[config.mk]
export PLATFORM = sky130hd
export DESIGN_NAME = dual_role_key_tap_detector_core_flat
export DESIGN_NICKNAME = d
export VERILOG_FILES = /design/src/rtl/core/drkt_pkg.sv /design/src/rtl/core/drkt_event_if.sv /design/src/rtl/core/drkt_result_if.sv /design/src/rtl/core/drkt_front.sv /design/src/rtl/core/drkt_queue.sv /design/src/rtl/core/drkt_back.sv /design/src/rtl/core/dual_role_key_tap_detector_core.sv /design/src/flat_wrapper.sv
export SDC_FILE = /design/constraint.sdc
export NUM_CORES = 1
export LEC_CHECK = 0
export BUFFER_PORTS_ARGS = -buffer_cell sky130_fd_sc_hd__buf_2
export CAP_MARGIN = 0
export CELL_PAD_IN_SITES_DETAIL_PLACEMENT = 2
export CELL_PAD_IN_SITES_GLOBAL_PLACEMENT = 2
export CORE_MARGIN = 2
export CORE_UTILIZATION = 36
export CTS_BUF_LIST = sky130_fd_sc_hd__clkbuf_8
export DETAILED_ROUTE_END_ITERATION = 10
export PLACE_DENSITY = 0.81
export SYNTH_ARGS = -nofsm -noshare
export SYNTH_HDL_FRONTEND = slang
export SYNTH_SLANG_ARGS = --single-unit
[constraint.sdc]
create_clock -name clk -period 7.05 [get_ports clk]
set_input_delay 0.3525 -clock clk [delete_from_list [all_inputs] [get_ports clk]]
set_output_delay 0.3525 -clock clk [all_outputs]
set_load 0.01 [all_outputs]
[src/rtl/core/drkt_pkg.sv]
package drkt_pkg;

  localparam int unsigned TYPE_WIDTH  = 16;
  localparam int unsigned CODE_WIDTH  = 16;
  localparam int unsigned VALUE_WIDTH = 32;
  localparam int unsigned SEC_WIDTH   = 32;
  localparam int unsigned USEC_WIDTH  = 20;
  localparam int unsigned TOUT_WIDTH  = 24;
  localparam int unsigned CFG_WIDTH   = 48;
  localparam int unsigned IDX_WIDTH   = 3;

  localparam logic [TYPE_WIDTH-1:0]  EV_KEY         = 16'd1;
  localparam logic [TYPE_WIDTH-1:0]  EV_MSC         = 16'd4;
  localparam logic [CODE_WIDTH-1:0]  MISC_SCAN_CODE = 16'd4;
  localparam logic [CODE_WIDTH-1:0]  SYNC_CODE      = 16'd0;
  localparam logic [VALUE_WIDTH-1:0] VAL_PRESS      = 32'd1;
  localparam logic [VALUE_WIDTH-1:0] VAL_REPEAT     = 32'd2;

  localparam logic [TOUT_WIDTH-1:0] DEFAULT_TIMEOUT = 24'd200000;
  localparam logic [CFG_WIDTH-1:0]  DEFAULT_SLOT0   = 48'h00000_02B002A;
  localparam int                    MICROS_PER_SEC  = 1000000;

  typedef logic [IDX_WIDTH-1:0] cfg_index_t;

  localparam cfg_index_t REG_TIMEOUT    = 3'd0;
  localparam cfg_index_t REG_SLOT_FIRST = 3'd1;
  localparam int unsigned SLOT_REGS     = 4;

  // power of two
  localparam int unsigned QUEUE_DEPTH = 2;

  typedef struct packed {
    logic [CODE_WIDTH-1:0] modifier;
    logic [CODE_WIDTH-1:0] tap;
  } tap_cmd_t;

  typedef enum logic [2:0] {
    STEP_MOD_DOWN,
    STEP_TAP_DOWN,
    STEP_TAP_UP,
    STEP_MOD_UP,
    STEP_SYNC
  } step_t;

endpackage

[src/rtl/core/drkt_event_if.sv]
interface drkt_event_if;
  logic        valid;
  logic        ready;
  logic [15:0] event_type;
  logic [15:0] event_code;
  logic signed [31:0] event_value;
  logic [31:0] stamp_seconds;
  logic [19:0] stamp_micros;

  modport source (
    output valid, event_type, event_code, event_value, stamp_seconds, stamp_micros,
    input  ready
  );
  modport sink (
    input  valid, event_type, event_code, event_value, stamp_seconds, stamp_micros,
    output ready
  );
endinterface

[src/rtl/core/drkt_result_if.sv]
interface drkt_result_if;
  logic        valid;
  logic        ready;
  logic        out_type;
  logic [15:0] out_code;
  logic        out_value;
  logic        last_of_run;

  modport source (
    output valid, out_type, out_code, out_value, last_of_run,
    input  ready
  );
  modport sink (
    input  valid, out_type, out_code, out_value, last_of_run,
    output ready
  );
endinterface

[src/rtl/core/drkt_front.sv]
module drkt_front #(
  parameter int unsigned BINDING_SLOTS = 4
) (
  input  logic                                clk,
  input  logic                                rst,
  input  logic                                cfg_write,
  input  drkt_pkg::cfg_index_t                cfg_index,
  input  logic [drkt_pkg::CFG_WIDTH-1:0]      cfg_data,
  drkt_event_if.sink                          evt,
  input  logic                                q_ready,
  output logic                                push,
  output drkt_pkg::tap_cmd_t                  push_cmd
);
  import drkt_pkg::*;

  logic [TOUT_WIDTH-1:0]  tap_timeout;
  logic [CFG_WIDTH-1:0]   slot [BINDING_SLOTS];

  logic                   armed;
  logic [VALUE_WIDTH-1:0] latest_scancode;
  logic [VALUE_WIDTH-1:0] pressed_scancode;
  logic [SEC_WIDTH-1:0]   press_seconds;
  logic [USEC_WIDTH-1:0]  press_micros;

  logic                   accept;
  logic [VALUE_WIDTH-1:0] value;
  logic                   is_scan;
  logic                   key_act;
  logic                   is_press;
  logic signed [SEC_WIDTH:0]  dsec;
  logic signed [USEC_WIDTH+1:0] udiff;
  logic signed [USEC_WIDTH+2:0] elapsed;
  logic                   d_gt1;
  logic                   d_le_m2;
  logic                   in_time;
  logic                   hit;
  tap_cmd_t               hit_cmd;

  assign accept   = evt.valid && evt.ready;
  assign evt.ready = q_ready;
  assign value    = evt.event_value;
  assign is_scan  = (evt.event_type == EV_MSC) && (evt.event_code == MISC_SCAN_CODE);
  assign key_act  = (evt.event_type == EV_KEY) && armed && (value != VAL_REPEAT);
  assign is_press = (value == VAL_PRESS);

  always_ff @(posedge clk) begin
    if (rst) begin
      tap_timeout <= DEFAULT_TIMEOUT;
    end else if (cfg_write && cfg_index == REG_TIMEOUT) begin
      tap_timeout <= cfg_data[TOUT_WIDTH-1:0];
    end
  end

  for (genvar i = 0; i < BINDING_SLOTS; i++) begin : g_slot
    if (i < SLOT_REGS) begin : g_reg
      always_ff @(posedge clk) begin
        if (rst) begin
          slot[i] <= (i == 0) ? DEFAULT_SLOT0 : '0;
        end else if (cfg_write && cfg_index == IDX_WIDTH'(REG_SLOT_FIRST + i)) begin
          slot[i] <= cfg_data;
        end
      end
    end else begin : g_none
      assign slot[i] = '0;
    end
  end

  always_ff @(posedge clk) begin
    if (rst) begin
      armed            <= 1'b0;
      latest_scancode  <= '0;
      pressed_scancode <= '0;
      press_seconds    <= '0;
      press_micros     <= '0;
    end else if (accept) begin
      if (is_scan) begin
        latest_scancode <= value;
        armed           <= 1'b1;
      end else if (key_act) begin
        armed <= 1'b0;
        if (is_press) begin
          pressed_scancode <= latest_scancode;
          press_seconds    <= evt.stamp_seconds;
          press_micros     <= evt.stamp_micros;
        end
      end
    end
  end

  // only d in {-1, 0, 1} needs the exact sum; d <= -2 is always negative
  always_comb begin
    dsec    = $signed({1'b0, evt.stamp_seconds}) - $signed({1'b0, press_seconds});
    udiff   = $signed({2'b00, evt.stamp_micros}) - $signed({2'b00, press_micros});
    d_gt1   = dsec > 33'sd1;
    d_le_m2 = dsec < -33'sd1;
    elapsed = (USEC_WIDTH+3)'(udiff);
    if (dsec == 33'sd1) begin
      elapsed = elapsed + (USEC_WIDTH+3)'(MICROS_PER_SEC);
    end else if (dsec == -33'sd1) begin
      elapsed = elapsed - (USEC_WIDTH+3)'(MICROS_PER_SEC);
    end
    in_time = (tap_timeout == '0) ||
              (!d_gt1 && (d_le_m2 ||
               ((TOUT_WIDTH+1)'(elapsed) <= $signed({1'b0, tap_timeout}))));
  end

  always_comb begin
    hit     = 1'b0;
    hit_cmd = '0;
    for (int i = BINDING_SLOTS - 1; i >= 0; i--) begin
      if (slot[i][15:0] != '0 && slot[i][15:0] == evt.event_code) begin
        hit              = 1'b1;
        hit_cmd.tap      = slot[i][31:16];
        hit_cmd.modifier = slot[i][47:32];
      end
    end
  end

  assign push = accept && !is_scan && key_act && !is_press &&
                (latest_scancode == pressed_scancode) && in_time && hit;
  assign push_cmd = hit_cmd;

  a_scan_arms: assert property (@(posedge clk) disable iff (rst)
    accept && is_scan |=> armed)
    else $error("scan report did not arm");
  a_push_disarms: assert property (@(posedge clk) disable iff (rst)
    push |=> !armed)
    else $error("tap left flag armed");
  a_press_no_push: assert property (@(posedge clk) disable iff (rst)
    push |-> evt.event_type == EV_KEY && evt.ready)
    else $error("tap from non key transaction");

endmodule

[src/rtl/core/drkt_queue.sv]
module drkt_queue (
  input  logic               clk,
  input  logic               rst,
  input  logic               push,
  input  drkt_pkg::tap_cmd_t push_cmd,
  output logic               not_full,
  input  logic               pop,
  output logic               q_valid,
  output drkt_pkg::tap_cmd_t q_cmd
);
  import drkt_pkg::*;

  localparam int unsigned PTR_W = (QUEUE_DEPTH > 1) ? $clog2(QUEUE_DEPTH) : 1;
  localparam int unsigned CNT_W = $clog2(QUEUE_DEPTH + 1);

  tap_cmd_t             entry [QUEUE_DEPTH];
  logic [PTR_W-1:0]     wr_ptr;
  logic [PTR_W-1:0]     rd_ptr;
  logic [CNT_W-1:0]     count;

  assign not_full = count < CNT_W'(QUEUE_DEPTH);
  assign q_valid  = count != '0;
  assign q_cmd    = entry[rd_ptr];

  always_ff @(posedge clk) begin
    if (push) begin
      entry[wr_ptr] <= push_cmd;
    end
  end

  always_ff @(posedge clk) begin
    if (rst) begin
      wr_ptr <= '0;
      rd_ptr <= '0;
      count  <= '0;
    end else begin
      if (push) begin
        wr_ptr <= wr_ptr + 1'b1;
      end
      if (pop) begin
        rd_ptr <= rd_ptr + 1'b1;
      end
      if (push && !pop) begin
        count <= count + 1'b1;
      end else if (pop && !push) begin
        count <= count - 1'b1;
      end
    end
  end

  a_no_overflow: assert property (@(posedge clk) disable iff (rst)
    push |-> not_full)
    else $error("push into full queue");
  a_no_underflow: assert property (@(posedge clk) disable iff (rst)
    pop |-> q_valid)
    else $error("pop from empty queue");
  a_count_track: assert property (@(posedge clk) disable iff (rst)
    push && !pop |=> count == $past(count) + 1'b1)
    else $error("queue count lost a push");

endmodule

[src/rtl/core/drkt_back.sv]
module drkt_back (
  input  logic               clk,
  input  logic               rst,
  input  logic               q_valid,
  input  drkt_pkg::tap_cmd_t q_cmd,
  output logic               pop,
  drkt_result_if.source      res
);
  import drkt_pkg::*;

  logic     busy;
  logic     busy_next;
  step_t    step;
  step_t    step_next;
  tap_cmd_t cmd;

  logic                  load;
  logic                  emit;
  logic                  last;
  logic                  o_type;
  logic [CODE_WIDTH-1:0] o_code;
  logic                  o_value;

  assign load = !res.valid || res.ready;
  assign emit = busy && load;
  assign last = step == STEP_SYNC;
  assign pop  = q_valid && (!busy || (emit && last));

  always_comb begin
    busy_next = busy;
    step_next = step;
    if (pop) begin
      busy_next = 1'b1;
      step_next = (q_cmd.modifier != '0) ? STEP_MOD_DOWN : STEP_TAP_DOWN;
    end else if (emit) begin
      case (step)
        STEP_MOD_DOWN: step_next = STEP_TAP_DOWN;
        STEP_TAP_DOWN: step_next = STEP_TAP_UP;
        STEP_TAP_UP:   step_next = (cmd.modifier != '0) ? STEP_MOD_UP : STEP_SYNC;
        STEP_MOD_UP:   step_next = STEP_SYNC;
        default: begin
          step_next = STEP_SYNC;
          busy_next = 1'b0;
        end
      endcase
    end
  end

  always_comb begin
    case (step)
      STEP_MOD_DOWN: begin o_type = 1'b1; o_code = cmd.modifier; o_value = 1'b1; end
      STEP_TAP_DOWN: begin o_type = 1'b1; o_code = cmd.tap;      o_value = 1'b1; end
      STEP_TAP_UP:   begin o_type = 1'b1; o_code = cmd.tap;      o_value = 1'b0; end
      STEP_MOD_UP:   begin o_type = 1'b1; o_code = cmd.modifier; o_value = 1'b0; end
      default:       begin o_type = 1'b0; o_code = SYNC_CODE;    o_value = 1'b0; end
    endcase
  end

  always_ff @(posedge clk) begin
    if (rst) begin
      busy <= 1'b0;
      step <= STEP_SYNC;
    end else begin
      busy <= busy_next;
      step <= step_next;
    end
  end

  always_ff @(posedge clk) begin
    if (pop) begin
      cmd <= q_cmd;
    end
  end

  always_ff @(posedge clk) begin
    if (rst) begin
      res.valid <= 1'b0;
    end else if (load) begin
      res.valid <= emit;
    end
  end

  always_ff @(posedge clk) begin
    if (emit) begin
      res.out_type    <= o_type;
      res.out_code    <= o_code;
      res.out_value   <= o_value;
      res.last_of_run <= last;
    end
  end

  a_sync_is_last: assert property (@(posedge clk) disable iff (rst)
    res.valid && !res.out_type |-> res.last_of_run && res.out_code == SYNC_CODE)
    else $error("sync transaction without end of run");
  a_skip_modifier: assert property (@(posedge clk) disable iff (rst)
    emit && step == STEP_TAP_UP && cmd.modifier == '0 && !pop |=> step == STEP_SYNC)
    else $error("modifier release without modifier");
  a_emit_shows: assert property (@(posedge clk) disable iff (rst)
    emit |=> res.valid)
    else $error("emitted transaction not presented");

endmodule

[src/rtl/core/dual_role_key_tap_detector_core.sv]
// A tap's first result passes through the command queue, the back end's step register and the result register.
// Throughput: one input transaction per cycle while the two-entry command queue has room;
// a tap drains at one result per cycle while the receiver takes them, 3 results (no modifier) or 5 (with modifier),
// back to back from the command queue.
// The result register accepts a new result in the cycle the previous one is taken.
// Reset: synchronous, clears flags and the queue, restores timeout and bindings.
module dual_role_key_tap_detector_core #(
  parameter int unsigned BINDING_SLOTS = 4
) (
  input  logic                           clk,
  input  logic                           rst,
  input  logic                           cfg_write,
  input  drkt_pkg::cfg_index_t           cfg_index,
  input  logic [drkt_pkg::CFG_WIDTH-1:0] cfg_data,
  drkt_event_if.sink                     evt,
  drkt_result_if.source                  res
);
  import drkt_pkg::*;

  logic     push;
  tap_cmd_t push_cmd;
  logic     not_full;
  logic     pop;
  logic     q_valid;
  tap_cmd_t q_cmd;

  drkt_front #(
    .BINDING_SLOTS (BINDING_SLOTS)
  ) u_front (
    .clk       (clk),
    .rst       (rst),
    .cfg_write (cfg_write),
    .cfg_index (cfg_index),
    .cfg_data  (cfg_data),
    .evt       (evt),
    .q_ready   (not_full),
    .push      (push),
    .push_cmd  (push_cmd)
  );

  drkt_queue u_queue (
    .clk      (clk),
    .rst      (rst),
    .push     (push),
    .push_cmd (push_cmd),
    .not_full (not_full),
    .pop      (pop),
    .q_valid  (q_valid),
    .q_cmd    (q_cmd)
  );

  drkt_back u_back (
    .clk     (clk),
    .rst     (rst),
    .q_valid (q_valid),
    .q_cmd   (q_cmd),
    .pop     (pop),
    .res     (res)
  );

endmodule

[src/flat_wrapper.sv]
// flat-port wrapper written by rule: the top's interface ports become plain ports
module dual_role_key_tap_detector_core_flat import drkt_pkg::*;
#(
  parameter int unsigned BINDING_SLOTS = 4
)
  (clk, rst, cfg_write, cfg_index, cfg_data, evt_valid, evt_event_type, evt_event_code, evt_event_value, evt_stamp_seconds, evt_stamp_micros, evt_ready, res_valid, res_out_type, res_out_code, res_out_value, res_last_of_run, res_ready);
  drkt_event_if evt_i ();
  drkt_result_if res_i ();
  input  logic clk;
  input  logic rst;
  input  logic cfg_write;
  input  drkt_pkg::cfg_index_t cfg_index;
  input  logic [drkt_pkg::CFG_WIDTH-1:0] cfg_data;
  input wire logic [$bits(evt_i.valid)-1:0] evt_valid;
  input wire logic [$bits(evt_i.event_type)-1:0] evt_event_type;
  input wire logic [$bits(evt_i.event_code)-1:0] evt_event_code;
  input wire logic [$bits(evt_i.event_value)-1:0] evt_event_value;
  input wire logic [$bits(evt_i.stamp_seconds)-1:0] evt_stamp_seconds;
  input wire logic [$bits(evt_i.stamp_micros)-1:0] evt_stamp_micros;
  output wire logic [$bits(evt_i.ready)-1:0] evt_ready;
  output wire logic [$bits(res_i.valid)-1:0] res_valid;
  output wire logic [$bits(res_i.out_type)-1:0] res_out_type;
  output wire logic [$bits(res_i.out_code)-1:0] res_out_code;
  output wire logic [$bits(res_i.out_value)-1:0] res_out_value;
  output wire logic [$bits(res_i.last_of_run)-1:0] res_last_of_run;
  input wire logic [$bits(res_i.ready)-1:0] res_ready;
  assign evt_i.valid = evt_valid;
  assign evt_i.event_type = evt_event_type;
  assign evt_i.event_code = evt_event_code;
  assign evt_i.event_value = evt_event_value;
  assign evt_i.stamp_seconds = evt_stamp_seconds;
  assign evt_i.stamp_micros = evt_stamp_micros;
  assign evt_ready = evt_i.ready;
  assign res_valid = res_i.valid;
  assign res_out_type = res_i.out_type;
  assign res_out_code = res_i.out_code;
  assign res_out_value = res_i.out_value;
  assign res_last_of_run = res_i.last_of_run;
  assign res_i.ready = res_ready;
  dual_role_key_tap_detector_core #(.BINDING_SLOTS(BINDING_SLOTS)) u_core (.clk(clk), .rst(rst), .cfg_write(cfg_write), .cfg_index(cfg_index), .cfg_data(cfg_data), .evt(evt_i), .res(res_i));
endmodule
Word level (Yosys, flattened, before mapping)
Memory sizes are Yosys's and may differ from the RTL's. A register that Yosys moved wholly into a read port is not among the register bits.
Index checks and enable logic that the tools add are counted.
{"block": "totals", "n_memories": 2, "rom_bits": 0, "ramBits": 256, "reg_bits": 201, "latchBits": 0, "input_bits": 172, "output_inout_bits": 21, "elab_cells": 162}
{"block": "classes", "bitwise_logic": 5, "shift": 0, "eq_ne": 21, "mul": 0, "n_div": 0, "add_sub_neg": 8, "mux": 47, "n_reduce_logical": 57, "order_cmp": 4}
{"memory": "u_core.u_front.slot", "depth": 4, "width": 48, "rd": 4, "rd_clocked_by_memory_dff": 0, "wr": 4, "line_no": "drkt_front.sv:17", "rtl": "logic [CFG_WIDTH-1:0] slot [BINDING_SLOTS];"}
{"memory": "u_core.u_queue.entry", "depth": 2, "width": 32, "rd": 1, "rd_clocked_by_memory_dff": 1, "wr": 1, "line_no": "drkt_queue.sv:16", "rtl": "tap_cmd_t entry [QUEUE_DEPTH];"}
{"cell": "48-bit two-way mux", "n": 4}
{"cell": "32-bit two-way mux", "n": 4}
{"cell": "16-bit nonzero test", "n": 6}
{"cell": "16-bit equality test", "n": 4}
{"cell": "23-bit two-way mux", "n": 2}
{"cell": "33-bit by 1-bit equality test with 1-bit output, second input constant", "n": 1}
{"cell": "33-bit by 2-bit equality test with 1-bit output, second input constant", "n": 1}
{"cell": "33-bit by 2-bit > comparator with 1-bit output, second input constant", "n": 1}
{"cell": "33-bit by 1-bit < comparator with 1-bit output, second input constant", "n": 1}
{"cell": "32-bit by 32-bit subtractor with 33-bit output", "n": 1}
{"cell": "16-bit by 3-bit equality test with 1-bit output, second input constant", "n": 2}
{"cell": "32-bit by 1-bit equality test with 1-bit output, second input constant", "n": 1}
{"cell": "32-bit equality test", "n": 1}
{"cell": "32-bit by 2-bit inequality test with 1-bit output, second input constant", "n": 1}
{"cell": "16-bit one-hot mux with 2 select lines", "n": 1}
{"cell": "1-bit two-way mux", "n": 30}
{"cell": "23-bit by 25-bit <= comparator with 1-bit output", "n": 1}
{"cell": "1-bit logical AND", "n": 25}
{"cell": "24-bit zero test", "n": 1}
{"cell": "21-bit by 21-bit adder with 22-bit output, second input constant", "n": 1}
{"cell": "21-bit by 21-bit subtractor with 22-bit output, second input constant", "n": 1}
{"cell": "20-bit by 20-bit subtractor with 21-bit output", "n": 1}
{"cell": "16-bit by 1-bit equality test with 1-bit output, second input constant", "n": 1}
{"cell": "3-bit by 2-bit equality test with 1-bit output, second input constant", "n": 4}
{"cell": "20 further kinds", "n": 46}

Logic depth before layout (Yosys ltp)
Gate-level depths: netlist of run 1.
{"block": "logic_depth", "ltp_word": 14, "mapped_depth": 29, "mapped_depth_nobuf": 28}

By module
From an unflattened synthesis of run 1, not the netlist that was laid out.
{"block": "hier_totals", "hier_cells": 2433, "area_unflattened_um2": 24310.8}
{"mod": "drkt_front", "n_inst": 1, "area_per_inst_um2": 19608.8, "cells_each": 2156}
{"mod": "drkt_queue", "n_inst": 1, "area_per_inst_um2": 2526.2, "cells_each": 122}
{"mod": "drkt_back", "n_inst": 1, "area_per_inst_um2": 2175.8, "cells_each": 155}

Least setup slack after synthesis of run 1
OpenSTA, ideal clock, no wires.
{"block": "synth_path", "path_kind": "input to register", "start": "input port evt_stamp_seconds[0]", "end": "memory u_core.u_queue.entry[0][0] (netlist bit) (enable)", "stages": 25, "arrival_time_ns": 6.567, "setup_ns": 0.425, "path_slack_ns": 0.058, "path_cell_list": "inv_1 ha_1 fa_1 nand2b_1 a211oi_2 o21ai_1 a21oi_1 o41ai_1 or4_1 or4_1 nor4_4 nand3_2 o22ai_1 xor2_1 ha_1 a21o_1 a21o_1 a21oi_1 nor2b_1 o21ai_0 a21oi_1 o31ai_1 a31oi_1 a31oi_1 nor2b_1"}
{"block": "synth_via", "elab_chain_len": 12}
{"element": "start, declared", "line_no": "flat_wrapper.sv:18", "rtl": "input wire logic [$bits(evt_i.stamp_seconds)-1:0] evt_stamp_seconds;"}
{"element": "32-bit by 32-bit subtractor with 33-bit output (*)", "line_no": "drkt_front.sv:92", "rtl": "dsec = $signed({1'b0, evt.stamp_seconds}) - $signed({1'b0, press_seconds});"}
{"element": "33-bit by 1-bit equality test with 1-bit output", "line_no": "drkt_front.sv:99", "rtl": "end else if (dsec == -33'sd1) begin"}
{"element": "23-bit two-way mux", "line_no": "drkt_front.sv:99"}
{"element": "23-bit two-way mux", "line_no": "drkt_front.sv:97", "rtl": "if (dsec == 33'sd1) begin"}
{"element": "23-bit by 25-bit <= comparator with 1-bit output", "line_no": "drkt_front.sv:104", "rtl": "((TOUT_WIDTH+1)'(elapsed) <= $signed({1'b0, tap_timeout}))));"}
{"element": "1-bit logical OR", "line_no": "drkt_front.sv:103", "rtl": "(!d_gt1 && (d_le_m2 ||"}
{"element": "1-bit logical AND (*)", "line_no": "drkt_front.sv:103"}
{"element": "1-bit logical OR (*)", "line_no": "drkt_front.sv:102", "rtl": "in_time = (tap_timeout == '0) ||"}
{"element": "1-bit logical AND (*) (2 in a row)", "line_no": "drkt_front.sv:120", "rtl": "(latest_scancode == pressed_scancode) && in_time && hit;"}
{"element": "1-bit two-way mux (*)", "line_no": "drkt_queue.sv:26", "rtl": "if (push) begin"}
{"element": "1-bit two-way mux (not written as such) (*)", "line_no": "drkt_queue.sv:27", "rtl": "entry[wr_ptr] <= push_cmd;"}
{"element": "end, declared", "line_no": "drkt_queue.sv:16"}
Every way passes the cells marked *; elsewhere a longest branch is shown, timed or not.

Worst setup path in the final report of run 1
{"block": "layout_path", "start": "input port evt_stamp_seconds[0]", "end": "register u_core.u_queue.count[1]"}
{"block": "layout_via", "elab_chain_len": 13}
{"element": "32-bit by 32-bit subtractor with 33-bit output (*)", "line_no": "drkt_front.sv:92"}
{"element": "33-bit by 1-bit equality test with 1-bit output", "line_no": "drkt_front.sv:99"}
{"element": "23-bit two-way mux", "line_no": "drkt_front.sv:99"}
{"element": "23-bit two-way mux", "line_no": "drkt_front.sv:97"}
{"element": "23-bit by 25-bit <= comparator with 1-bit output", "line_no": "drkt_front.sv:104"}
{"element": "1-bit logical OR", "line_no": "drkt_front.sv:103"}
{"element": "1-bit logical AND (*)", "line_no": "drkt_front.sv:103"}
{"element": "1-bit logical OR (*)", "line_no": "drkt_front.sv:102"}
{"element": "1-bit logical AND (*) (2 in a row)", "line_no": "drkt_front.sv:120"}
{"element": "1-bit zero test", "line_no": "drkt_queue.sv:45", "rtl": "end else if (pop && !push) begin"}
{"element": "1-bit logical AND", "line_no": "drkt_queue.sv:45"}
{"element": "2-bit nonzero test (no source line)"}
{"element": "end signal, assigned", "line_no": "drkt_queue.sv:44", "rtl": "count <= count + 1'b1;"}
{"element": "end signal, assigned", "line_no": "drkt_queue.sv:46", "rtl": "count <= count - 1'b1;"}
{"element": "end, declared", "line_no": "drkt_queue.sv:19", "rtl": "logic [CNT_W-1:0] count;"}
Marks and branches as above.
A chain may end at the register's enable or synchronous reset.

==> results of run 1 <==
-- cell usage after synthesis, types with 19 or more instances --
master / number / area, sq um
nand2_1: 383 / 1440
edfxtp_1: 307 / 9220
a21oi_1: 223 / 1120
and2_1: 194 / 1210
dfxtp_1: 151 / 3020
inv_1: 135 / 507
clkbuf_1: 114 / 428
xnor2_1: 111 / 972
mux2_2: 96 / 1080
ha_1: 81 / 1010
o21ai_0: 78 / 390
nor2_1: 72 / 270
nor4_1: 64 / 400
nand4_1: 59 / 369
nand3_1: 52 / 260
xor2_1: 33 / 289
nor3_1: 24 / 120
a21o_1: 21 / 158
nand2b_1: 19 / 119
-- cells by family (layout without fill, tap and decap cells) --
| kind of cell | count (synthesis) | in the layout |
|---|---|---|
| buffers and inverters | 262 | 643 |
| other | 0 | 10 |
| adders and majority gates | 83 | 83 |
| muxes | 100 | 100 |
| DFF | 458 | 458 |
| AOI/OAI and AO/OA | 452 | 452 |
| and+or+nand+nor | 950 | 950 |
| xor gates and xnor gates | 145 | 145 |
-- where the power goes --
group          internal [mW]  switching, mW  total (mW)
registers               2.93         0.0446        2.98
clock network           1.38           1.27        2.65
logic                  0.256          0.391       0.647
-- how the worst min path moves through the flow --
stage | endpoint | depth (start not counted) | startpoint | slack (ns)
floorplan | u_core.u_front.press_micros[10] | 2 | u_core.u_front.press_micros[10] | 0.44
global placement | u_core.u_front.press_micros[3] | 2 | u_core.u_front.press_micros[3] | 0.44
detailed placement | u_core.u_front.press_micros[12] | 2 | u_core.u_front.press_micros[12] | 0.45
CTS | u_core.u_front.tap_timeout[11] | 2 | cfg_data[11] | 0.003
global route | u_core.u_front.tap_timeout[11] | 2 | cfg_data[11] | 0.02
finish | u_core.u_front.press_micros[16] | 2 | rst | 0.05
-- sequential cells by signal (all words and copies together) (netlist names), 2 cells and up, named ones only --
signal,cells
u_core.u_back.res.out_code,16
u_core.u_front.press_micros,20
u_core.u_front.pressed_scancode,32
u_core.u_back.step,3
u_core.u_front.press_seconds,32
u_core.u_queue.count,2
u_core.u_front.tap_timeout,24
u_core.u_back.cmd,32
u_core.u_front.latest_scancode,32
u_core.u_queue.entry,64
u_core.u_front.slot,192
-- routing by layer --
metal / vias up / share of wire / GRT usage
li1: 9292 / - / -
met4: 20 / 0.032 / 0.0911
met1: 10100 / 0.40 / 0.281
met3: 179 / 0.034 / 0.0419
met2: 387 / 0.53 / 0.467
met5: - / 0.0014 / 0
-- cell type report --
class,instances,area share
Inverter,135,0.0173
Tap cell,873,0.0374
Clock inverter,62,0.0138
Multi-Input combinational cell,1730,0.381
Timing Repair Buffer,350,0.0858
Sequential cell,458,0.419
Clock buffer,96,0.0452
Antenna cell,10,0.000856
-- timing repair --
item	CTS	global route
hold buffers	132	0
resized for setup	0	5
setup buffers	0	1
hold endpoints to repair	233	0
endpoints found under the setup margin	0	66
-- per-stage QoR --
stage	utilization	hold slack, ns
CTS	0.436	0.00287
floorplan	-	0.436
detailed placement	0.391	0.451
global placement	0.391	0.442
finish	0.437	0.0465
global route	0.437	0.0189
-- critical path, delay by kind of cell --
kind / cells / cell delay (ns)
xor+xnor: 1 / 0.14
simple gates: 8 / 2.22
compound gates: 12 / 2.40
buf+inv: 4 / 0.87
fa+ha+maj: 4 / 1.23
==> summary.md, run 1 <==
| Metric | Value |
|---|---|
| Max Slew Vio Count | `0` |
| Total core area | `66900 sq um` |
| Gr usage total | `0.249` |
| Max FO, Critical Path | `7` |
| Setup TNS | `0 ns` |
| CTS max path bufs | `3` |
| Largest net degree at the start of global routing | `85` |
| Crit end category | `register` |
| Area occupied by multi-input gates | `11100 sq um` |
| Place WS | `0.0713 ns` |
| Clock Pin Slew Worst Setup and Hold Paths | `0.06 ns` |
| Synth async-reset ratio | `0` |
| CP startpoint kind | `input pin` |
| Tcrit/Tclk final | `0.938` |
| Via Count | `20000` |
| H-tree Lvls | `3` |
| Root Buffer | `clkbuf_8` |
| Net Count, Synth | `2705` |
| Input/output buffers | `192` |
| XOR/XNOR Fraction of Synth Area | `0.0526` |
| Adder-cell share of the synthesized area | `0.0434` |
| CTS buffer count | `87` |
| Number of synthesized flops with an enable pin | `307` |
| Worst-Skew Late Latency | `0.71 ns` |
| Rows | `95` |
| Power Density | `215 nW/um^2` |
| Die span in y | `264 microns` |
| Violation count after the first detailed-routing iteration | `1023` |
| First-pass DRT Iterations | `5` |
| Final Total Pwr | `6.28 mW` |
| GP Congestion | `0.889` |
| Synth Area in Simple Gates | `0.199` |
| Via-per-instance ratio | `5.39` |
| FF-to-FF End | `u_core.u_queue.count[1]` |
| HP Class | `in2reg` |
| Nets@finish | `3017` |
| Vias in the first global route | `22800` |
| Critical path origin | `evt_stamp_seconds[0]` |
| Final setup violation count | `0` |
| Mapped Area | `24300 sq um` |
| DRC violations left | `0` |
| CTS tree | `yes` |
| Setup slack, reg-to-reg | `0.47 ns` |
| Leakage | `10.9 nW` |
| CP Capture Point | `u_core.u_queue.count[1]` |
| Compound-cell area share of the yosys netlist | `0.113` |
| Final worst slack | `0.436 ns` |
| Most frequent CP cell | `ha_1` |
| Sequential cell area | `12200 sq um` |
| Critical path's largest stage delay | `0.52 ns` |
| WS Path Type | `in2reg` |
| Antenna-violating nets left | `0` |
| Initial Utilization | `0.363` |
| Share of cells above drive strength 1 | `0.170` |
| Synth Instances | `2450` |
| Largest family of logic cells by synthesized area | `simple AND/OR/NAND/NOR gates` |
| Congestion Overflow GR | `0` |
| Final Skew | `0.0462 ns` |
| P&R area growth vs syn | `20.4%` |
| Max transition margin | `0.128` |
| I/O Pins | `193` |
| RR Startpoint | `u_core.u_front.press_seconds[0]` |
| Synth warn | `0` |
| CTS sink count | `458` |
| Max_cap viols | `0` |
| FF+latch count, synth | `458` |
| Routed wire length | `87500 microns` |
| Cell area after layout | `29200 sq um` |
| Most frequent cells in the layout | `nand2_1, edfxtp_1, a21oi_1` |
| Sequential fraction of the synthesis area | `0.504` |
| Fmax | `151 MHz` |
| Die footprint | `69500 sq um` |
| Post-Place Cells | `3413` |
| Worst slew pin tran | `1.31 ns` |
| Peak supply drop | `0.156 mV` |
| Initial antenna violation count | `21` |
| Fin crit period | `6.61 ns` |
| Commonest non-fill, non-tap cell in the layout | `nand2_1` |
| Worst r2r path cells | `26` |
| Post-synthesis area per instance | `9.91 sq um` |
| Die X | `264 microns` |
| Post-DP HPWL | `58500 microns` |
| Layout fillers | `6984` |
| Slowest cell on crit path | `dlygate4sd3_1` |
| Per-cell routed wire length | `23.6 microns` |
| Main synth FF type | `edfxtp_1` |
| CP Data Arrival Time | `7.23 ns` |
| First-pass GRT wire length | `135000 microns` |
| Final Instance Count excl. Fillers | `3714` |
| Placed Area | `26100 sq um` |
| Fin. Hold Viols | `0` |
| Multiplexer share of the synthesized area | `0.0464` |
| Worst path required time | `7.67 ns` |
| Outcome | `finished clean` |
| Distinct cells, synth | `86` |
(Power assumes the default switching activity.)
==> run 2: changes to the inputs <==
--- a/config.mk
+++ b/config.mk
@@ -5,15 +5,17 @@
 export SDC_FILE = /design/constraint.sdc
 export NUM_CORES = 1
 export LEC_CHECK = 0
+export ABC_AREA = 1
 export BUFFER_PORTS_ARGS = -buffer_cell sky130_fd_sc_hd__buf_2
 export CAP_MARGIN = 0
 export CELL_PAD_IN_SITES_DETAIL_PLACEMENT = 2
 export CELL_PAD_IN_SITES_GLOBAL_PLACEMENT = 2
 export CORE_MARGIN = 2
-export CORE_UTILIZATION = 36
+export CORE_UTILIZATION = 35
 export CTS_BUF_LIST = sky130_fd_sc_hd__clkbuf_8
+export CTS_CLUSTER_DIAMETER = 40
 export DETAILED_ROUTE_END_ITERATION = 10
-export PLACE_DENSITY = 0.81
+export PLACE_DENSITY = 0.82
 export SYNTH_ARGS = -nofsm -noshare
 export SYNTH_HDL_FRONTEND = slang
 export SYNTH_SLANG_ARGS = --single-unit
==> run 2 against run 1 <==
  * Wire length is 9.2% higher
  * Clock power is 13% higher
  * Non-clock buffer count is 32 lower
  * Largest power group unchanged
  * Cell count is 13% higher
  * Synthesized cell count is 17% higher
  * Area after synthesis is 0.59% higher
  * Hold slack worse by 0.0085 ns
  * Sequential power is 10% higher
  * Critical path type unchanged
  * Combinational power is 73% higher
  * Critical endpoint unchanged
  * Count of clock-buffer cells in the layout is 6 higher
==> summary.md, run 2 <==
| Metric | Value |
|---|---|
| Max transition margin | `0.225 (was 0.128)` |
| Fin. Hold Viols | `0 (unchanged)` |
| Net Count, Synth | `3123 (was 2705)` |
| Die span in y | `268 microns (was 264 microns)` |
| Nets@finish | `3432 (was 3017)` |
| Input/output buffers | `192 (unchanged)` |
| Rows | `96 (was 95)` |
| I/O Pins | `193 (unchanged)` |
| CTS max path bufs | `3 (unchanged)` |
| First-pass DRT Iterations | `5 (unchanged)` |
| Leakage | `12.9 nW (was 10.9 nW)` |
| CTS tree | `yes (unchanged)` |
| Mapped Area | `24400 sq um (was 24300 sq um)` |
| Main synth FF type | `edfxtp_1 (unchanged)` |
| Commonest non-fill, non-tap cell in the layout | `nand2_1 (unchanged)` |
| Crit end category | `register (unchanged)` |
| Final Skew | `0.0602 ns (was 0.0462 ns)` |
| Routed wire length | `95600 microns (was 87500 microns)` |
| Slowest cell on crit path | `dlygate4sd3_1 (unchanged)` |
| Die footprint | `71900 sq um (was 69500 sq um)` |
| Tcrit/Tclk final | `0.862 (was 0.938)` |
| Initial Utilization | `0.355 (was 0.363)` |
| Final setup violation count | `0 (unchanged)` |
| H-tree Lvls | `3 (unchanged)` |
| Setup TNS | `0 ns (unchanged)` |
| FF+latch count, synth | `458 (unchanged)` |
| CP startpoint kind | `input pin (unchanged)` |
| Most frequent cells in the layout | `nand2_1, inv_1, nor2_1 (was nand2_1, edfxtp_1, a21oi_1)` |
| Gr usage total | `0.266 (was 0.249)` |
| Max_cap viols | `0 (unchanged)` |
| Max reg flops | `192 (unchanged)` |
| Most frequent CP cell | `a21oi_1 (was ha_1)` |
| P&R area growth vs syn | `20.5% (was 20.4%)` |
| CTS buffer count | `93 (was 87)` |
| Number of synthesized flops with an enable pin | `307 (unchanged)` |
| Cell with the most instances after synthesis | `nand2_1 (unchanged)` |
| RSZ-0062 raised after global routing | `no` |
| Synth area leader | `edfxtp_1 (unchanged)` |
| Yosys top cell area share | `0.378 (was 0.380)` |
| Congestion Overflow GR | `0 (unchanged)` |
| Synth async-reset ratio | `0 (unchanged)` |
| Fin crit period | `6.07 ns (was 6.61 ns)` |
| Sequential fraction of the synthesis area | `0.501 (was 0.504)` |
| Power Density | `251 nW/um^2 (was 215 nW/um^2)` |
| Antenna-violating nets left | `0 (unchanged)` |
| Outcome | `finished clean (unchanged)` |
| Hold Worst Slack | `0.0381 ns (was 0.0465 ns)` |
| DRC violations left | `0 (unchanged)` |
| GP Congestion | `0.874 (was 0.889)` |
| Share of cells above drive strength 1 | `0.143 (was 0.170)` |
| CP Data Arrival Time | `6.65 ns (was 7.23 ns)` |
| Worst path required time | `7.63 ns (was 7.67 ns)` |
| Root Buffer | `clkbuf_8 (unchanged)` |
| Worst path bufs/invs | `7 (was 4)` |
| Peak supply drop | `0.142 mV (was 0.156 mV)` |
| First-pass GRT wire length | `146000 microns (was 135000 microns)` |
| WS Path Type | `in2reg (unchanged)` |
| Max Slew Vio Count | `0 (unchanged)` |
| Via-per-instance ratio | `5.25 (was 5.39)` |
| Clock Pin Slew Worst Setup and Hold Paths | `0.06 ns (about the same)` |
| Post-cts resize count | `0 (unchanged)` |
| Initial antenna violation count | `6 (was 21)` |
| Die X | `268 microns (was 264 microns)` |
| Fmax | `165 MHz (was 151 MHz)` |
| Distinct cells, synth | `63 (was 86)` |
| Worst-Skew Late Latency | `0.73 ns (was 0.71 ns)` |
| Top post-synthesis cells by count | `nand2_1, nor2_1, inv_1, edfxtp_1, a21oi_1 (was nand2_1, edfxtp_1, a21oi_1, and2_1, dfxtp_1)` |
| Top flop regs | `u_core.u_front.slot: 192 flops, u_core.u_queue.entry: 64 flops (unchanged)` |
| Synth Instances | `2868 (was 2450)` |
| Post-synthesis area per instance | `8.51 sq um (was 9.91 sq um)` |
| Synth warn | `0 (unchanged)` |
| Top delay family on crit path | `compound AO/OA/AOI/OAI gates (unchanged)` |
| Vias in the first global route | `25100 (was 22800)` |
| Violation count after the first detailed-routing iteration | `1097 (was 1023)` |
| Post-DP HPWL | `66600 microns (was 58500 microns)` |
| Largest register by flop count | `u_core.u_front.slot (unchanged)` |
| CTS sink count | `458 (unchanged)` |
| Largest net degree at the start of global routing | `93 (was 85)` |
| Per-cell routed wire length | `22.8 microns (was 23.6 microns)` |
| HP Class | `in2reg (unchanged)` |
| Via Count | `22000 (was 20000)` |
| Worst slew pin tran | `1.16 ns (was 1.31 ns)` |
| Max FO, Critical Path | `4 (was 7)` |
| Critical path's largest stage delay | `0.52 ns (about the same)` |
| Total core area | `68800 sq um (was 66900 sq um)` |
| Synth area leaders | `edfxtp_1, dfxtp_1, nand2_1, nor2_1, inv_1 (was edfxtp_1, dfxtp_1, nand2_1, and2_1, a21oi_1)` |
[run 2: cell types whose count changed after synthesis, sizes merged, moves of 17 or more]
cell / previous run / this run
nor2: 72 / 406
inv: 135 / 404
and2: 194 / 5
nand2: 383 / 546
mux2: 97 / 24
o21ai: 83 / 147
nand3: 53 / 113
xnor2: 111 / 58
o211ai: 7 / 39
a211oi: 8 / 32
clkbuf: 114 / 94
a21o: 21 / 2
nand2b: 19 / 0
nor2b: 17 / 0
[run 2: logic make-up (layout without fill, tap and decap cells)]
family,Yosys count,after routing,synth area share
flip-flops,458,458,0.501
adder cells (fa/ha/maj),83,83,0.0431
AND/OR/NAND/NOR,1207,1207,0.214
XOR/XNOR,105,105,0.0380
multiplexers,30,30,0.0135
buffers and inverters,510,898,0.0788
AO/OA/AOI/OAI,475,475,0.111
other,0,4,0
[run 2: power by group]
part           leakage, nW  total, mW  switching, mW  internal [mW]
clock network         1.15       2.99           1.33           1.66
registers             4.33       3.29          0.134           3.16
logic                 7.37       1.12          0.765          0.350
[run 2: repair_timing]
action | CTS | global route
buffers inserted | 0 | 0
endpoints found under the hold margin | 123 | 0
hold buffers | 103 | 0
setup endpoints to repair | 0 | 0
[run 2: per-stage QoR]
step,util,power [mW],instance area (sq um),std cells,worst slack [ns]
global route,0.427,7.71,29400,4191,0.549
CTS,0.427,7.42,29400,4187,1.02
detailed placement,0.383,4.39,26400,3910,0.862
global placement,0.383,4.29,26400,3910,1.15
floorplan,-,3.93,24400,2868,1.37
finish,0.427,7.40,29400,4191,0.976
[run 2: layout make-up]
class,count,area [sq um]
clock buffers,102,1400
fillers,7573,39400
repair buffers,318,2160
flip-flops and latches,458,12200
well taps,931,1160
clock inverters,72,599
multi-input cells,1900,10300
diodes,4,10.0
inverters,406,1530
[run 2: worst paths after layout]
check,startpoint,endpoint,slack [ns],cells past startpoint
min reg2reg,u_core.u_front.press_seconds[5],u_core.u_front.press_seconds[5],0.46,2
max reg2reg,u_core.u_front.press_micros[2],u_core.u_queue.count[1],1.01,35
max,evt_stamp_micros[0],u_core.u_queue.count[1],0.98,38
min,cfg_data[14],u_core.u_front.tap_timeout[14],0.04,3
[run 2: routing by layer]
layer  global-route usage  vias to the layer above  wire length (microns)
met4                0.112                        4                   3850
met2                0.489                      563                  49200
met3               0.0362                      228                   3740
li1                     -                    10200                      -
met5                    0                        -                     26
met1                0.307                    11000                  38700
[run 2: worst min-delay path, stage by stage]
cell and delay (ns):
buf_2 0.14, o21ai_0 0.10, a21oi_1 0.10
==> run 3: changes to the inputs <==
--- a/config.mk
+++ b/config.mk
@@ -8,14 +8,12 @@
 export ABC_AREA = 1
 export BUFFER_PORTS_ARGS = -buffer_cell sky130_fd_sc_hd__buf_2
 export CAP_MARGIN = 0
-export CELL_PAD_IN_SITES_DETAIL_PLACEMENT = 2
-export CELL_PAD_IN_SITES_GLOBAL_PLACEMENT = 2
 export CORE_MARGIN = 2
-export CORE_UTILIZATION = 35
+export CORE_UTILIZATION = 50
 export CTS_BUF_LIST = sky130_fd_sc_hd__clkbuf_8
 export CTS_CLUSTER_DIAMETER = 40
 export DETAILED_ROUTE_END_ITERATION = 10
-export PLACE_DENSITY = 0.82
+export PLACE_DENSITY = 0.74
 export SYNTH_ARGS = -nofsm -noshare
 export SYNTH_HDL_FRONTEND = slang
 export SYNTH_SLANG_ARGS = --single-unit
==> run 3 against run 2 <==
  * Count of clock-buffer cells in the layout fell by 15
  * Combinational power fell by 11%
  * Total power fell by 10%
  * Sequential power fell by 2%
  * Hold slack improved by 0.0029 ns
  * Critical path depth did not move
  * Wire length fell by 30%
  * Via count fell by 6.1%
  * Cell count fell by 8.5%
  * Global-route usage fell by 0.48 points
  * Worst setup slack improved by 0.49 ns
  * Core utilization rose by 17 points
  * Largest power group unchanged
==> summary.md, run 3 (synthesized netlist as in run 2, its figures left out) <==
| Metric | Value |
|---|---|
| Top delay family on crit path | `simple AND/OR/NAND/NOR gates (was compound AO/OA/AOI/OAI gates)` |
| Via-per-instance ratio | `5.39 (was 5.25)` |
| RR Startpoint | `u_core.u_front.press_seconds[0] (was u_core.u_front.press_micros[2])` |
| Final Skew | `0.0341 ns (was 0.0602 ns)` |
| Via Count | `20700 (was 22000)` |
| Fin. Hold Viols | `0 (unchanged)` |
| P&R area growth vs syn | `16.5% (was 20.5%)` |
| First-pass DRT Iterations | `5 (unchanged)` |
| Tcrit/Tclk final | `0.792 (was 0.862)` |
| Internal Pwr Total | `4.77 mW (was 5.16 mW)` |
| Max transition margin | `0.322 (was 0.225)` |
| Switching power | `1.89 mW (was 2.23 mW)` |
| Sw Share | `0.284 (was 0.302)` |
| FF-to-FF End | `u_core.u_queue.count[1] (unchanged)` |
| Leakage | `12.5 nW (was 12.9 nW)` |
| Input/output buffers | `192 (unchanged)` |
| First-pass GRT wire length | `104000 microns (was 146000 microns)` |
| Max Slew Vio Count | `0 (unchanged)` |
| Outcome | `finished clean (unchanged)` |
| Gate power share | `0.151 (about the same)` |
| Worst-Skew Late Latency | `0.66 ns (was 0.73 ns)` |
| Layout fillers | `4162 (was 7573)` |
| Post-cts resize count | `0 (unchanged)` |
| Initial antenna violation count | `4 (was 6)` |
| CTS max path bufs | `3 (unchanged)` |
| Setup slack, reg-to-reg | `1.54 ns (was 1.01 ns)` |
| Antenna-violating nets left | `0 (unchanged)` |
| Largest net degree at the start of global routing | `107 (was 93)` |
| CP startpoint kind | `input pin (unchanged)` |
| Max_cap viols | `0 (unchanged)` |
| Commonest non-fill, non-tap cell in the layout | `nand2_1 (unchanged)` |
| GP Congestion | `0.960 (was 0.874)` |
| Routed wire length | `66600 microns (was 95600 microns)` |
| Post-DP HPWL | `47300 microns (was 66600 microns)` |
| Critical path's largest stage delay | `0.52 ns (about the same)` |
| Sequential cell area | `12200 sq um (unchanged)` |
| Die footprint | `50600 sq um (was 71900 sq um)` |
| Worst path bufs/invs | `7 (unchanged)` |
| Max reg flops | `192 (unchanged)` |
| Nets@finish | `3405 (was 3432)` |
| Largest register by flop count | `u_core.u_front.slot (unchanged)` |
| Vias in the first global route | `20000 (was 25100)` |
| Power Density | `234 nW/um^2 (was 251 nW/um^2)` |
| Fmax | `179 MHz (was 165 MHz)` |
| DRC violations left | `0 (unchanged)` |
| CTS sink count | `458 (unchanged)` |
| Final setup violation count | `0 (unchanged)` |
| Fin crit period | `5.58 ns (was 6.07 ns)` |
| Most frequent CP cell | `nand2_1 (was a21oi_1)` |
| HP Class | `in2reg (unchanged)` |
| H-tree Lvls | `3 (unchanged)` |
| Worst slew pin tran | `1.02 ns (was 1.16 ns)` |
| WS Path Type | `in2reg (unchanged)` |
| Most frequent cells in the layout | `nand2_1, inv_1, nor2_1 (unchanged)` |
| Rows | `80 (was 96)` |
| Worst path required time | `7.57 ns (was 7.63 ns)` |
| Setup Buffers After CTS | `0 (unchanged)` |
| Clock Pin Slew Worst Setup and Hold Paths | `0.06 ns (about the same)` |
| Initial Utilization | `0.509 (was 0.355)` |
| Crit end category | `register (unchanged)` |
| Top flop regs | `u_core.u_front.slot: 192 flops, u_core.u_queue.entry: 64 flops (unchanged)` |
| I/O Pins | `193 (unchanged)` |
| Die X | `225 microns (was 268 microns)` |
| Peak supply drop | `0.154 mV (was 0.142 mV)` |
| Worst hold path cell count | `3 (unchanged)` |
| Total core area | `47900 sq um (was 68800 sq um)` |
| Slowest cell on crit path | `dlygate4sd3_1 (unchanged)` |
| Share of cells above drive strength 1 | `0.137 (was 0.143)` |
| CTS tree | `yes (unchanged)` |
| Violation count after the first detailed-routing iteration | `1752 (was 1097)` |
| Root Buffer | `clkbuf_8 (unchanged)` |
| Gr usage total | `0.261 (was 0.266)` |
| Area occupied by multi-input gates | `10300 sq um (unchanged)` |
| Setup TNS | `0 ns (unchanged)` |
| Seq pwr share | `0.487 (was 0.445)` |
| Congestion Overflow GR | `0 (unchanged)` |
| Hold Path Sink | `u_core.u_front.press_micros[8] (was u_core.u_front.tap_timeout[14])` |
| Per-cell routed wire length | `17.4 microns (was 22.8 microns)` |
| Die span in y | `225 microns (was 268 microns)` |
| CTS buffer count | `82 (was 93)` |
| RSZ-0062 raised after global routing | `no (unchanged)` |
| Share of power burned in the clock network | `0.363 (was 0.404)` |
| Worst r2r path cells | `37 (was 35)` |
| Max FO, Critical Path | `4 (unchanged)` |
| HP Start | `evt_stamp_micros[8] (was cfg_data[14])` |
| Post-cts hold buffer count | `86 (was 103)` |
| Post-layout util | `0.593 (was 0.427)` |
| CP Data Arrival Time | `6.11 ns (was 6.65 ns)` |
## run 3: worst reg2reg max path: cells and delay by family (launching register included)
kind | cells | cell delay [ns]
flip-flops | 1 | 0.33
AO/OA/AOI/OAI | 10 | 1.30
AND/OR/NAND/NOR | 20 | 2.26
buffers and inverters | 2 | 0.16
XOR/XNOR | 1 | 0.13
adder cells (fa/ha/maj) | 4 | 1.22
## run 3: how the worst max path moves through the flow
stage	start	end	slack, ns	depth (start not counted)
2_1_floorplan	evt_stamp_seconds[0]	u_core.u_queue.entry[0][0]	1.37	36
5_1_grt	evt_stamp_micros[0]	u_core.u_queue.count[1]	0.88	38
4_1_cts	u_core.u_front.press_seconds[0]	u_core.u_queue.count[1]	1.54	37
3_5_place_dp	evt_stamp_seconds[0]	u_core.u_queue.count[1]	1.41	39
6_report	evt_stamp_micros[0]	u_core.u_queue.count[1]	1.47	38
3_3_place_gp	evt_stamp_seconds[0]	u_core.u_queue.count[1]	1.43	39
## run 3: metrics by stage
stage / total power [mW] / cells / setup slack (ns) / area (sq um) / hold WS (ns)
final: 6.65 / 3833 / 1.47 / 28400 / 0.0410
after global routing: 6.95 / 3833 / 0.879 / 28400 / 0.0387
after detailed placement: 4.26 / 3595 / 1.41 / 26000 / 0.442
after global placement: 4.23 / 3595 / 1.43 / 26000 / 0.434
after CTS: 6.70 / 3832 / 1.54 / 28400 / 0.00172
after floorplan: 3.93 / 2868 / 1.37 / 24400 / 0.426
## run 3: cell type report
class	instances	share of cell area
inverter	406	0.0537
multi-input combinational	1900	0.362
clock inverter	64	0.0143
sequential	458	0.430
clock buffer	87	0.0421
timing repair buffer	302	0.0704
tap	615	0.0270
antenna	1	0.0000880
## run 3: per-layer routing
metal	global-route usage	vias to the layer above	wire length, microns
met3	0.0477	122	4920
li1	-	10100	-
met5	0	-	34
met4	0.0951	6	1830
met1	0.337	9622	28300
met2	0.438	778	31500
## run 3: power groups by stage
stage	clock, mW	sequential [mW]	combinational [mW]
2_1_floorplan	0	3.30	0.630
3_3_place_gp	0	3.29	0.947
3_5_place_dp	0	3.29	0.961
4_1_cts	2.46	3.24	1.00
5_1_grt	2.58	3.26	1.12
6_report	2.41	3.24	1.00
